===== src/hdl/rms_pkg.sv =====
// Package: item types, codes and constants for the robot mode sequencer.
`timescale 1ns / 1ps
`default_nettype none

package rms_pkg;

  localparam int SUM_W = 28;
  typedef logic signed [SUM_W-1:0] wide_t;

  localparam logic [1:0] ACT_TICK  = 2'd0;
  localparam logic [1:0] ACT_START = 2'd1;
  localparam logic [1:0] ACT_STOP  = 2'd2;

  localparam logic [1:0] LED_NONE  = 2'd0;
  localparam logic [1:0] LED_SOLID = 2'd1;
  localparam logic [1:0] LED_FAST  = 2'd2;
  localparam logic [1:0] LED_SLOW  = 2'd3;

  localparam logic [2:0] OPEN_FRONT     = 3'd0;
  localparam logic [2:0] OPEN_RIGHT     = 3'd1;
  localparam logic [2:0] OPEN_RIGHT_ARC = 3'd2;
  localparam logic [2:0] OPEN_LEFT      = 3'd3;
  localparam logic [2:0] OPEN_LEFT_ARC  = 3'd4;
  localparam logic [2:0] OPEN_BACK      = 3'd5;

  localparam logic [1:0] STRAT_STRAIGHT = 2'd0;
  localparam logic [1:0] STRAT_PD       = 2'd1;

  localparam logic [2:0] REG_OPENING_KIND  = 3'd0;
  localparam logic [2:0] REG_STRATEGY_KIND = 3'd1;
  localparam logic [2:0] REG_PROP_GAIN     = 3'd2;
  localparam logic [2:0] REG_DERIV_GAIN    = 3'd3;
  localparam logic [2:0] REG_CRUISE_SPEED  = 3'd4;
  localparam logic [2:0] REG_ESCAPE_SPEED  = 3'd5;

  localparam logic [31:0] TURN_MS    = 32'd240;
  localparam logic [31:0] ARC_MS     = 32'd650;
  localparam logic [31:0] BACK_MS    = 32'd490;
  localparam logic [31:0] REVERSE_MS = 32'd200;
  localparam logic [31:0] ESCAPE_MS  = 32'd600;
  localparam logic [31:0] PD_GAP_MS  = 32'd1;

  localparam int TURN_SPD    = 80;
  localparam int ARC_OUT_SPD = 90;
  localparam int ARC_IN_SPD  = 20;
  localparam int SPD_LIMIT   = 100;

  typedef enum logic [1:0] {
    MODE_OPENING = 2'd0,
    MODE_RUNNING = 2'd1,
    MODE_ESCAPE  = 2'd2
  } mode_t;

  typedef struct packed {
    logic [1:0]         action;
    logic               line_left;
    logic               line_right;
    logic               rival_seen;
    logic signed [15:0] position_error;
  } in_item_t;

  typedef struct packed {
    logic signed [7:0] left_speed;
    logic signed [7:0] right_speed;
    logic              motor_update;
    logic [1:0]        led_mode;
    logic [1:0]        mode_now;
    logic              match_on;
  } out_item_t;

  typedef struct packed {
    logic [2:0] opening_kind;
    logic [1:0] strategy_kind;
    logic [7:0] prop_gain;
    logic [7:0] deriv_gain;
    logic [6:0] cruise_speed;
    logic [6:0] escape_speed;
  } cfg_t;

  function automatic logic signed [7:0] sat100(input wide_t v);
    logic signed [7:0] r;
    if (v > wide_t'(SPD_LIMIT)) begin
      r = 8'sd100;
    end else if (v < -wide_t'(SPD_LIMIT)) begin
      r = -8'sd100;
    end else begin
      r = v[7:0];
    end
    return r;
  endfunction

endpackage

`default_nettype wire


===== src/hdl/rms_cfg.sv =====
// Configuration register file for the robot mode sequencer.
`timescale 1ns / 1ps
`default_nettype none

module rms_cfg
  import rms_pkg::*;
(
  input  wire logic       clk,
  input  wire logic       rst,
  input  wire logic       wr_en,
  input  wire logic [2:0] wr_index,
  input  wire logic [7:0] wr_data,
  output cfg_t            cfg
);

  always_ff @(posedge clk) begin
    if (rst) begin
      cfg.opening_kind  <= OPEN_FRONT;
      cfg.strategy_kind <= STRAT_PD;
      cfg.prop_gain     <= 8'd1;
      cfg.deriv_gain    <= 8'd0;
      cfg.cruise_speed  <= 7'd50;
      cfg.escape_speed  <= 7'd50;
    end else if (wr_en) begin
      case (wr_index)
        REG_OPENING_KIND:  cfg.opening_kind  <= wr_data[2:0];
        REG_STRATEGY_KIND: cfg.strategy_kind <= wr_data[1:0];
        REG_PROP_GAIN:     cfg.prop_gain     <= wr_data;
        REG_DERIV_GAIN:    cfg.deriv_gain    <= wr_data;
        REG_CRUISE_SPEED:  cfg.cruise_speed  <= wr_data[6:0];
        REG_ESCAPE_SPEED:  cfg.escape_speed  <= wr_data[6:0];
        default: ;
      endcase
    end
  end

endmodule

`default_nettype wire


===== src/hdl/rms_pd.sv =====
// PD steering correction and saturated wheel speeds.
`timescale 1ns / 1ps
`default_nettype none

module rms_pd
  import rms_pkg::*;
(
  input  wire logic signed [15:0] err,
  input  wire logic signed [15:0] last_err,
  input  wire logic [7:0]         prop_gain,
  input  wire logic [7:0]         deriv_gain,
  input  wire logic [6:0]         cruise_speed,
  output logic signed [7:0]       left_speed,
  output logic signed [7:0]       right_speed
);

  logic signed [16:0] diff;
  logic signed [24:0] p_term;
  logic signed [25:0] d_term;
  wide_t              corr;
  wide_t              base_w;

  always_comb begin
    diff        = {err[15], err} - {last_err[15], last_err};
    p_term      = err * $signed({1'b0, prop_gain});
    d_term      = diff * $signed({1'b0, deriv_gain});
    corr        = wide_t'(p_term) + wide_t'(d_term);
    base_w      = wide_t'({1'b0, cruise_speed});
    left_speed  = sat100(base_w + corr);
    right_speed = sat100(base_w - corr);
  end

endmodule

`default_nettype wire


===== src/hdl/rms_seq.sv =====
// Mode sequencer state and per-transaction decision logic.
`timescale 1ns / 1ps
`default_nettype none

module rms_seq
  import rms_pkg::*;
(
  input  wire logic     clk,
  input  wire logic     rst,
  input  wire logic     fire,
  input  wire in_item_t item,
  input  wire cfg_t     cfg,
  output out_item_t     res
);

  logic              match_started, match_next;
  mode_t             mode_reg, mode_next;
  mode_t             previous_mode, prev_next;
  logic [31:0]       ms_counter, ms_next;
  logic [31:0]       mode_entry_ms, entry_next;
  logic [31:0]       last_pd_ms, last_pd_next;
  logic signed [15:0] last_error, last_error_next;
  logic signed [7:0] held_left, held_left_next;
  logic signed [7:0] held_right, held_right_next;

  logic signed [7:0] pd_left, pd_right;
  logic [31:0]       ms_inc, elapsed, limit;
  mode_t             m1, prev1;
  logic [31:0]       entry1;
  logic              upd, timed;
  logic [1:0]        led;
  wide_t             mv_l, mv_r, turn_w, base_w;

  rms_pd u_pd (
    .err          (item.position_error),
    .last_err     (last_error),
    .prop_gain    (cfg.prop_gain),
    .deriv_gain   (cfg.deriv_gain),
    .cruise_speed (cfg.cruise_speed),
    .left_speed   (pd_left),
    .right_speed  (pd_right)
  );

  always_comb begin
    match_next      = match_started;
    mode_next       = mode_reg;
    prev_next       = previous_mode;
    ms_next         = ms_counter;
    entry_next      = mode_entry_ms;
    last_pd_next    = last_pd_ms;
    last_error_next = last_error;
    held_left_next  = held_left;
    held_right_next = held_right;
    upd             = 1'b0;
    led             = LED_NONE;
    timed           = 1'b0;
    limit           = TURN_MS;
    mv_l            = '0;
    mv_r            = '0;
    ms_inc          = ms_counter + 32'd1;
    turn_w          = wide_t'({1'b0, cfg.escape_speed});
    base_w          = wide_t'({1'b0, cfg.cruise_speed});

    if (mode_reg != MODE_ESCAPE && (item.line_left || item.line_right)) begin
      m1     = MODE_ESCAPE;
      prev1  = mode_reg;
      entry1 = ms_inc;
    end else begin
      m1     = mode_reg;
      prev1  = previous_mode;
      entry1 = mode_entry_ms;
    end
    elapsed = ms_inc - entry1;

    case (item.action)
      ACT_TICK: begin
        ms_next = ms_inc;
        if (!match_started) begin
          held_left_next  = '0;
          held_right_next = '0;
          upd             = 1'b1;
        end else begin
          mode_next  = m1;
          prev_next  = prev1;
          entry_next = entry1;
          case (m1)
            MODE_RUNNING: begin
              led = LED_SOLID;
              if (cfg.strategy_kind == STRAT_STRAIGHT) begin
                held_left_next  = sat100(base_w);
                held_right_next = sat100(base_w);
                upd             = 1'b1;
              end else if (cfg.strategy_kind == STRAT_PD) begin
                if (ms_inc - last_pd_ms > PD_GAP_MS) begin
                  held_left_next  = pd_left;
                  held_right_next = pd_right;
                  upd             = 1'b1;
                  last_error_next = item.position_error;
                  last_pd_next    = ms_inc;
                end
              end else begin
                held_left_next  = '0;
                held_right_next = '0;
                upd             = 1'b1;
              end
            end
            MODE_OPENING: begin
              led = LED_FAST;
              case (cfg.opening_kind)
                OPEN_FRONT: begin
                  prev_next  = m1;
                  mode_next  = MODE_RUNNING;
                  entry_next = ms_inc;
                end
                OPEN_RIGHT: begin
                  timed = 1'b1;
                  limit = TURN_MS;
                  mv_l  = wide_t'(TURN_SPD);
                  mv_r  = -wide_t'(TURN_SPD);
                end
                OPEN_RIGHT_ARC: begin
                  timed = 1'b1;
                  limit = ARC_MS;
                  mv_l  = wide_t'(ARC_OUT_SPD);
                  mv_r  = wide_t'(ARC_IN_SPD);
                end
                OPEN_LEFT: begin
                  timed = 1'b1;
                  limit = TURN_MS;
                  mv_l  = -wide_t'(TURN_SPD);
                  mv_r  = wide_t'(TURN_SPD);
                end
                OPEN_LEFT_ARC: begin
                  timed = 1'b1;
                  limit = ARC_MS;
                  mv_l  = wide_t'(ARC_IN_SPD);
                  mv_r  = wide_t'(ARC_OUT_SPD);
                end
                OPEN_BACK: begin
                  timed = 1'b1;
                  limit = BACK_MS;
                  mv_l  = wide_t'(TURN_SPD);
                  mv_r  = -wide_t'(TURN_SPD);
                end
                default: begin
                  held_left_next  = '0;
                  held_right_next = '0;
                  upd             = 1'b1;
                end
              endcase
              if (timed) begin
                if (elapsed <= limit && !item.rival_seen) begin
                  held_left_next  = sat100(mv_l);
                  held_right_next = sat100(mv_r);
                  upd             = 1'b1;
                end else begin
                  prev_next  = m1;
                  mode_next  = MODE_RUNNING;
                  entry_next = ms_inc;
                end
              end
            end
            MODE_ESCAPE: begin
              led = LED_SLOW;
              if (elapsed <= REVERSE_MS) begin
                held_left_next  = sat100(-turn_w);
                held_right_next = sat100(-turn_w);
                upd             = 1'b1;
              end else if (elapsed <= ESCAPE_MS && !item.rival_seen) begin
                held_left_next  = sat100(turn_w);
                held_right_next = sat100(-turn_w);
                upd             = 1'b1;
              end else begin
                prev_next  = m1;
                mode_next  = prev1;
                entry_next = ms_inc;
              end
            end
            default: begin
              held_left_next  = '0;
              held_right_next = '0;
              upd             = 1'b1;
            end
          endcase
        end
      end
      ACT_START: begin
        match_next = 1'b1;
        prev_next  = mode_reg;
        mode_next  = MODE_OPENING;
        entry_next = ms_counter;
      end
      ACT_STOP: begin
        match_next = 1'b0;
      end
      default: ;
    endcase

    res.left_speed   = held_left_next;
    res.right_speed  = held_right_next;
    res.motor_update = upd;
    res.led_mode     = led;
    res.mode_now     = mode_next;
    res.match_on     = match_next;
  end

  always_ff @(posedge clk) begin
    if (rst) begin
      match_started <= 1'b0;
      mode_reg      <= MODE_OPENING;
      previous_mode <= MODE_OPENING;
      ms_counter    <= '0;
      mode_entry_ms <= '0;
      last_pd_ms    <= '0;
      last_error    <= '0;
      held_left     <= '0;
      held_right    <= '0;
    end else if (fire) begin
      match_started <= match_next;
      mode_reg      <= mode_next;
      previous_mode <= prev_next;
      ms_counter    <= ms_next;
      mode_entry_ms <= entry_next;
      last_pd_ms    <= last_pd_next;
      last_error    <= last_error_next;
      held_left     <= held_left_next;
      held_right    <= held_right_next;
    end
  end

endmodule

`default_nettype wire


===== src/hdl/robot_mode_sequencer_pd_steer_core.sv =====
// Top level of the robot mode sequencer with PD steering.
//
//   channel  direction  handshake               payload
//   item     in         item_valid / item_stall  in_item_t
//   result   out        result_valid / result_stall  out_item_t
//   cfg      in         cfg_valid / cfg_ready    cfg_index, cfg_data
//
// One transaction per cycle while the result is not stalled; an item goes
// via the input register and the sequencer pass into the result register.
// The sequencer state is updated in the same pass, so each transaction sees
// the state its predecessor left. Reset clears the pipeline valids, the state
// and the configuration to their defaults. A stalled result holds the pass,
// and the input register stalls only once it too is full.
`timescale 1ns / 1ps
`default_nettype none

module robot_mode_sequencer_pd_steer_core
  import rms_pkg::*;
(
  input  wire logic       clk,
  input  wire logic       rst,
  input  wire logic       item_valid,
  output logic            item_stall,
  input  wire in_item_t   item,
  output logic            result_valid,
  input  wire logic       result_stall,
  output out_item_t       result,
  input  wire logic       cfg_valid,
  output logic            cfg_ready,
  input  wire logic [2:0] cfg_index,
  input  wire logic [7:0] cfg_data
);

  cfg_t      cfg;
  in_item_t  held_item;
  logic      held_valid;
  logic      out_free;
  logic      fire;
  logic      take;
  out_item_t res_next;

  assign cfg_ready  = 1'b1;
  assign out_free   = !result_valid || !result_stall;
  assign fire       = held_valid && out_free;
  assign item_stall = held_valid && !out_free;
  assign take       = item_valid && !item_stall;

  rms_cfg u_cfg (
    .clk      (clk),
    .rst      (rst),
    .wr_en    (cfg_valid && cfg_ready),
    .wr_index (cfg_index),
    .wr_data  (cfg_data),
    .cfg      (cfg)
  );

  rms_seq u_seq (
    .clk  (clk),
    .rst  (rst),
    .fire (fire),
    .item (held_item),
    .cfg  (cfg),
    .res  (res_next)
  );

  always_ff @(posedge clk) begin
    if (rst) begin
      held_valid   <= 1'b0;
      result_valid <= 1'b0;
    end else begin
      held_valid <= take || (held_valid && !fire);
      if (out_free) begin
        result_valid <= fire;
      end
    end
    if (take) begin
      held_item <= item;
    end
    if (fire) begin
      result <= res_next;
    end
  end

endmodule

`default_nettype wire

===== config.mk =====
export PLATFORM = sky130hd
export DESIGN_NAME = robot_mode_sequencer_pd_steer_core
export DESIGN_NICKNAME = d
export VERILOG_FILES = /design/src/hdl/rms_pkg.sv /design/src/hdl/rms_cfg.sv /design/src/hdl/rms_pd.sv /design/src/hdl/rms_seq.sv /design/src/hdl/robot_mode_sequencer_pd_steer_core.sv
export SDC_FILE = /design/constraint.sdc
export NUM_CORES = 2
export LEC_CHECK = 0
export ABC_AREA = 1
export ABC_CLOCK_PERIOD_IN_PS = 8850
export BUFFER_PORTS_ARGS = -buffer_cell sky130_fd_sc_hd__buf_2
export CAP_MARGIN = 20
export CORE_UTILIZATION = 60
export CTS_BUF_LIST = sky130_fd_sc_hd__clkbuf_8
export DETAILED_ROUTE_END_ITERATION = 8
export PLACE_DENSITY = 0.81
export SYNTH_ARGS = -nofsm -noshare
export SYNTH_HDL_FRONTEND = slang
export SYNTH_HIERARCHICAL = 1
export SYNTH_SLANG_ARGS = --single-unit

===== constraint.sdc =====
create_clock -name clk -period 8.85 [get_ports clk]
set_input_delay 1.77 -clock clk [delete_from_list [all_inputs] [get_ports clk]]
set_output_delay 1.77 -clock clk [all_outputs]
set_load 0.02 [all_outputs]

[Word level (Yosys, flattened, before mapping)]
Cells that the tools add are included.
Cells by class
  reduce and logical (&&, ||, !) cells: 36
  bitwise logic cells: 1
  multiply operators: 2
  muxes and demuxes: 89
  add/sub/neg operators: 8
  equal/unequal tests: 17
  $lt $le $gt $ge: 16
Operators with widths (number)
  $mux 32: 10
  $mux 8: 30
  $pmux 28 s4: 2
  $mux 28: 6
  $gt 28x8->1 const B: 5
  $lt 28x8->1 const B: 5
  $pmux 32 s2: 2
  $sub 32x32->32: 2
  $pmux 8 s3: 2
  $add 32x1->32 const B: 1
  $gt 32x1->1 const B: 1
  $le 32x10->1 const B: 1
  $le 32x32->1: 1
  $le 32x8->1 const B: 1
  $add 8x27->28: 1
  $mux 2: 14
  $neg 7->28: 1
  $sub 8x27->28: 1
  $add 25x26->27: 1
  $mul 17x9->26: 1
  $mul 16x9->25: 1
  $pmux 10 s2: 1
  $sub 16x16->17: 1
  $pmux 2 s2: 4
  other kinds (26): 74
Storage, ports and cells
  word-level logic and storage cells: 197
  bits in registers: 213
  bits of input ports: 37
  output and inout port bits: 25

[Longest topological paths before layout]
  word-level depth: 15
  mapped depth: 64
  mapped depth without buffers: 63

[By module]
Netlist, hierarchy kept.
By module, submodules not included
  rms_seq: sequential area each 2662.6 um2, cells each 2755, times used 1, area an instance 14901.8 um2
  rms_pd: sequential area each 0.0 um2, cells each 2070, times used 1, area an instance 13952.1 um2
  rms_cfg: sequential area each 700.7 um2, cells each 207, times used 1, area an instance 1442.6 um2
  robot_mode_sequencer_pd_steer_core: sequential area each 1331.3 um2, cells each 57, times used 1, area an instance 1393.8 um2

[Worst setup path before layout]
No wires, ideal clock.
  path type: register to register
  start point: reg held_item[0] in the netlist's numbering
  end point: reg result[9] in the netlist's numbering (data pin)
  arrival time: 8.740 ns
  buffers on the path: 1
  library setup time: 0.263 ns
  data required time: 8.587 ns
  setup slack: -0.153 ns
  stages on the path, launching flop included: 58
  clock period less this slack: 9.003 ns
  path through: edfxtp_1 -> clkbuf_1 -> inv_1 -> ha_1 -> fa_1 -> nand3b_1 -> nand2_1 -> inv_1 -> o221ai_1 -> nand2_1 -> inv_1 -> nand2_1 -> nand2_1 -> nand2_1 -> nand2_1 -> a21oi_1 -> o21ai_0 -> nand2_1 -> [22 not listed] -> nor2_1 -> nand2_1 -> nand2_1 -> nand2_1 -> nor2_1 -> nand3_1 -> nand2_2 -> nand2_1 -> nand2_1 -> inv_1 -> nand2_1 -> nand2_1 -> nand2_1 -> nand2_1 -> nand2_1 -> nand3_1 -> nand2_1 -> o21ai_1
RTL lines
  start, declared: RTL line robot_mode_sequencer_pd_steer_core.sv:35  | in_item_t held_item;
  start signal, assigned: RTL line robot_mode_sequencer_pd_steer_core.sv:77  | held_item <= item;
  end signal, assigned: RTL line robot_mode_sequencer_pd_steer_core.sv:80  | result <= res_next;
  end, declared: RTL line robot_mode_sequencer_pd_steer_core.sv:27  | output out_item_t result,

==> qor.tcl <==
set qor(status) {finished, violations left}
set qor(violations) {setup timing}
set qor(maxClockFrequency_ghz) 0.109
set qor(worst-path-buf-inv) 12
set qor(top_cell_family_by_delay_on_the_critical_path) {adder cells}
set qor(post-route-drc-count) 0
set qor(ys_dominant_reg_cell) {sky130_fd_sc_hd__dfxtp_1}
set qor(die_h_um) 232
set qor(grt_first_pass_wirelength_um) 163000
set qor(syn-instance-count) 5089
set qor(synthesis.nets) 5551
set qor(finalCritPeriodShare_pct) 104
set qor(critical_path_required_ns) 9.19
set qor(clock_group_share_of_total_power_pct) 12.7
set qor(cell_chosen_for_the_clock_root) {sky130_fd_sc_hd__clkbuf_8}
set qor(grt_pass1_vias) 31400
set qor(wl_per_cell_um) 17.7
set qor(detail_route.iter0.violations) 4340
set qor(setup_viol) 30
set qor(vdd.ir_drop.worst_mv) 0.187
set qor(ctsLongestPathBuffers) 3
set qor(power.share.combinational_pct) 73.5
set qor(slowest_delay_ns) 0.57
set qor(cts_tree) {built}
set qor(report.final.hold_viol_count) 0
set qor(cp_max_fanout) 5
set qor(placed_area_sq_um) 34000
set qor(flip_flop_count_of_the_largest_register_after_layout) 35
set qor(synthesis.area_sq_um) 31700
set qor(timing.hold.worst.start) {u_seq/last_pd_ms[26]}
set qor(normalized_max_slew_margin_pct) 34.0
set qor(worstSetupEndpointType) {flop}
set qor(maxCapViolations) 0
set qor(row_count) 83
set qor(cts_htree_levels) 2
set qor(ant_nets) 0
set qor(crit_path_frequent_cell) {sky130_fd_sc_hd__nand2_1}
set qor(final_critical_path_setup_slack_ns) -0.345
set qor(cell_internal_pwr_uw) 3730
set qor(crit_type) {flop to flop}
set qor(slowest_stage) {sky130_fd_sc_hd__fa_2}
set qor(report.final.slew_viol_count) 0
set qor(nNetsFinal) 5800
set qor(category_of_the_worst_setup_path_launch_point) {flop}
set qor(rsz0062_at_grt) {yes}
set qor(detailed_router_iteration_count_before_antenna_repair) 7
set qor(grt_usage_pct) 38.4
set qor(sw_frac_of_total_pct) 51.0
set qor(critical_path.reg2reg.startpoint) {held_item[0]}
set qor(synth.ff_latch_count) 213
set qor(port_buffers) 60
set qor(grt_antenna_before_repair) 1
set qor(finClkSkew_ns) 0.0360
set qor(place_congestion) 1.05
set qor(cp.arrival_ns) 9.54
set qor(clock_latency_late_sink_ns) 0.62
set qor(vias) 34700
set qor(multi_input_comb_area_sq_um) 24000
set qor(timing_worst_slew_pin_value_ns) 0.989
set qor(time_the_final_worst_path_needs_with_i_o_delays_and_setup_ns) 9.19
set qor(layout.cells.most_common) {sky130_fd_sc_hd__nand2_1}
set qor(path_clk_slew_ns) 0.06
set qor(drive_gt1_share_pct) 16.7
set qor(fp.dieArea_sq_um) 53700
set qor(die_w_um) 232
set qor(floorplan.initialDensity_pct) 61.3
set qor(total_leakage_power_uw) 0.0195
set qor(cts_made_buffers) 41
set qor(power_switching_uw) 3880
set qor(largest-register) {u_cfg/cfg}
set qor(postRouteWirelength_um) 107000
set qor(synth_async_sr_flop_share_pct) 0
set qor(setup.worst_path.start) {held_item[0]}
set qor(dp_slack_ns) -0.603
set qor(seq_power_share_pct) 13.8
set qor(most-common-layout-cells) {sky130_fd_sc_hd__nand2_1, sky130_fd_sc_hd__inv_1, sky130_fd_sc_hd__nor2_1}
set qor(grt-ovfl-total) 0
set qor(ios) 62
set qor(register_area_share_after_synthesis_pct) 14.8
set qor(place_hpwl_um) 83000
set qor(edff_count_synth) 43
set qor(cts_hold_repair.buffers) 0
set qor(power.density_nw_per_um2) 208
set qor(grt_start_max_net_pins) 69
set qor(hold_path_class) {flop to flop}
set qor(syn2layout_area_growth_pct) 15.5
set qor(cts_num_sinks) 213
set qor(post-route-cell-area_sq_um) 36600
set qor(drt-vias-per-instance) 5.75
set qor(design.core.area_sq_um) 51700
set qor(final-seq-area_sq_um) 4690
set qor(yosys_warnings) 6
set qor(post-route-util_pct) 70.8
set qor(postSynthAreaPerCell_sq_um) 6.23
set qor(post_synth_num_cell_types) 60
set qor(fillerInstances) 4447
-- power groups by stage --
stage	clock, uW	sequential [uW]	combinational [uW]
after global routing	1020	1050	6030
after detailed placement	0	1070	4450
after global placement	0	1060	4400
after floorplan	0	1060	2760
after CTS	975	1050	4730
final	970	1050	5590
-- synth_stat cells (9+ instances only) --
| cell | instances | area (sq um) |
|---|---|---|
| sky130_fd_sc_hd__a21oi_1 | 321 | 1610 |
| sky130_fd_sc_hd__buf_2 | 25 | 125 |
| sky130_fd_sc_hd__buf_4 | 10 | 75.1 |
| sky130_fd_sc_hd__clkbuf_1 | 106 | 398 |
| sky130_fd_sc_hd__clkinv_1 | 9 | 33.8 |
| sky130_fd_sc_hd__dfxtp_1 | 170 | 3400 |
| sky130_fd_sc_hd__edfxtp_1 | 43 | 1290 |
| sky130_fd_sc_hd__fa_1 | 263 | 5270 |
| sky130_fd_sc_hd__ha_1 | 162 | 2030 |
| sky130_fd_sc_hd__inv_1 | 915 | 3430 |
| sky130_fd_sc_hd__inv_2 | 35 | 131 |
| sky130_fd_sc_hd__nand2_1 | 1546 | 5800 |
| sky130_fd_sc_hd__nand2_2 | 63 | 394 |
| sky130_fd_sc_hd__nand2_4 | 11 | 124 |
| sky130_fd_sc_hd__nand3_1 | 362 | 1810 |
| sky130_fd_sc_hd__nand3_2 | 15 | 150 |
| sky130_fd_sc_hd__nand3b_1 | 33 | 248 |
| sky130_fd_sc_hd__nand4_1 | 128 | 801 |
| sky130_fd_sc_hd__nor2_1 | 419 | 1570 |
| sky130_fd_sc_hd__nor2_2 | 49 | 307 |
| sky130_fd_sc_hd__nor2_4 | 18 | 203 |
| sky130_fd_sc_hd__nor3_1 | 26 | 130 |
| sky130_fd_sc_hd__o211ai_1 | 19 | 143 |
| sky130_fd_sc_hd__o21ai_0 | 152 | 761 |
| sky130_fd_sc_hd__o21ai_1 | 40 | 200 |
| sky130_fd_sc_hd__o21bai_1 | 9 | 67.6 |
| sky130_fd_sc_hd__or2_2 | 14 | 87.6 |
| sky130_fd_sc_hd__xnor2_1 | 13 | 114 |
| sky130_fd_sc_hd__xor2_1 | 45 | 394 |
-- logic make-up (layout without fill, tap and decap cells) --
group | count (synthesis) | in the layout | share of synthesized area, %
other | 1 | 2 | 0.0118
and+or+nand+nor | 2704 | 2704 | 37.3
adders and majority gates | 425 | 425 | 23.0
buffers and inverters | 1112 | 1387 | 13.5
AOI/OAI and AO/OA | 575 | 575 | 9.69
xor gates and xnor gates | 59 | 59 | 1.65
DFF | 213 | 213 | 14.8
-- through the flow --
| step | hold slack, ns | cells | TNS (ns) | total power [uW] |
|---|---|---|---|---|
| 6_report | 0.461 | 6045 | -6.59 | 7610 |
| 5_1_grt | 0.479 | 6044 | -18.08 | 8100 |
| 4_1_cts | 0.462 | 6007 | -0.455 | 6750 |
| 3_5_place_dp | 0.453 | 5918 | -15.87 | 5510 |
| 3_3_place_gp | 0.447 | 5918 | -10.44 | 5470 |
| 2_1_floorplan | 0.435 | 5089 | 0 | 3820 |
-- layout make-up --
type	instances	share of cell area [%]
well taps	680	2.32
inverters	959	9.87
clock buffers	48	1.81
flip-flops and latches	213	12.8
multi-input cells	3764	65.7
clock inverters	21	0.311
diodes	1	0.00684
repair buffers	359	7.19
-- metal layers --
| layer | track usage (%) | part of all wire [%] |
|---|---|---|
| met1 | 54.9 | 42 |
| met2 | 57.4 | 42 |
| met3 | 8.25 | 13 |
| met4 | 12.0 | 3.4 |
| met5 | 0 | 0.015 |
-- tightest hold or removal path, stage by stage, from the launching register on --
cell	delay (ns)
sky130_fd_sc_hd__dfxtp_1	0.29
sky130_fd_sc_hd__inv_1	0.06
sky130_fd_sc_hd__a21oi_1	0.06
-- repair_timing --
item,4_1_cts,5_1_grt
resized for setup,116,251
cloned,0,0
setup buffers,20,36
endpoints found under the setup margin,32,32
pin swaps,64,171
-- final timing paths --
check	slack, ns	end	depth (start not counted)
min	0.46	u_seq/last_pd_ms[26]	2
max reg2reg	-0.34	result[16]	56
max	-0.34	result[16]	56
min reg2reg	0.46	u_seq/last_pd_ms[26]	2
(Power assumes the default switching activity.)
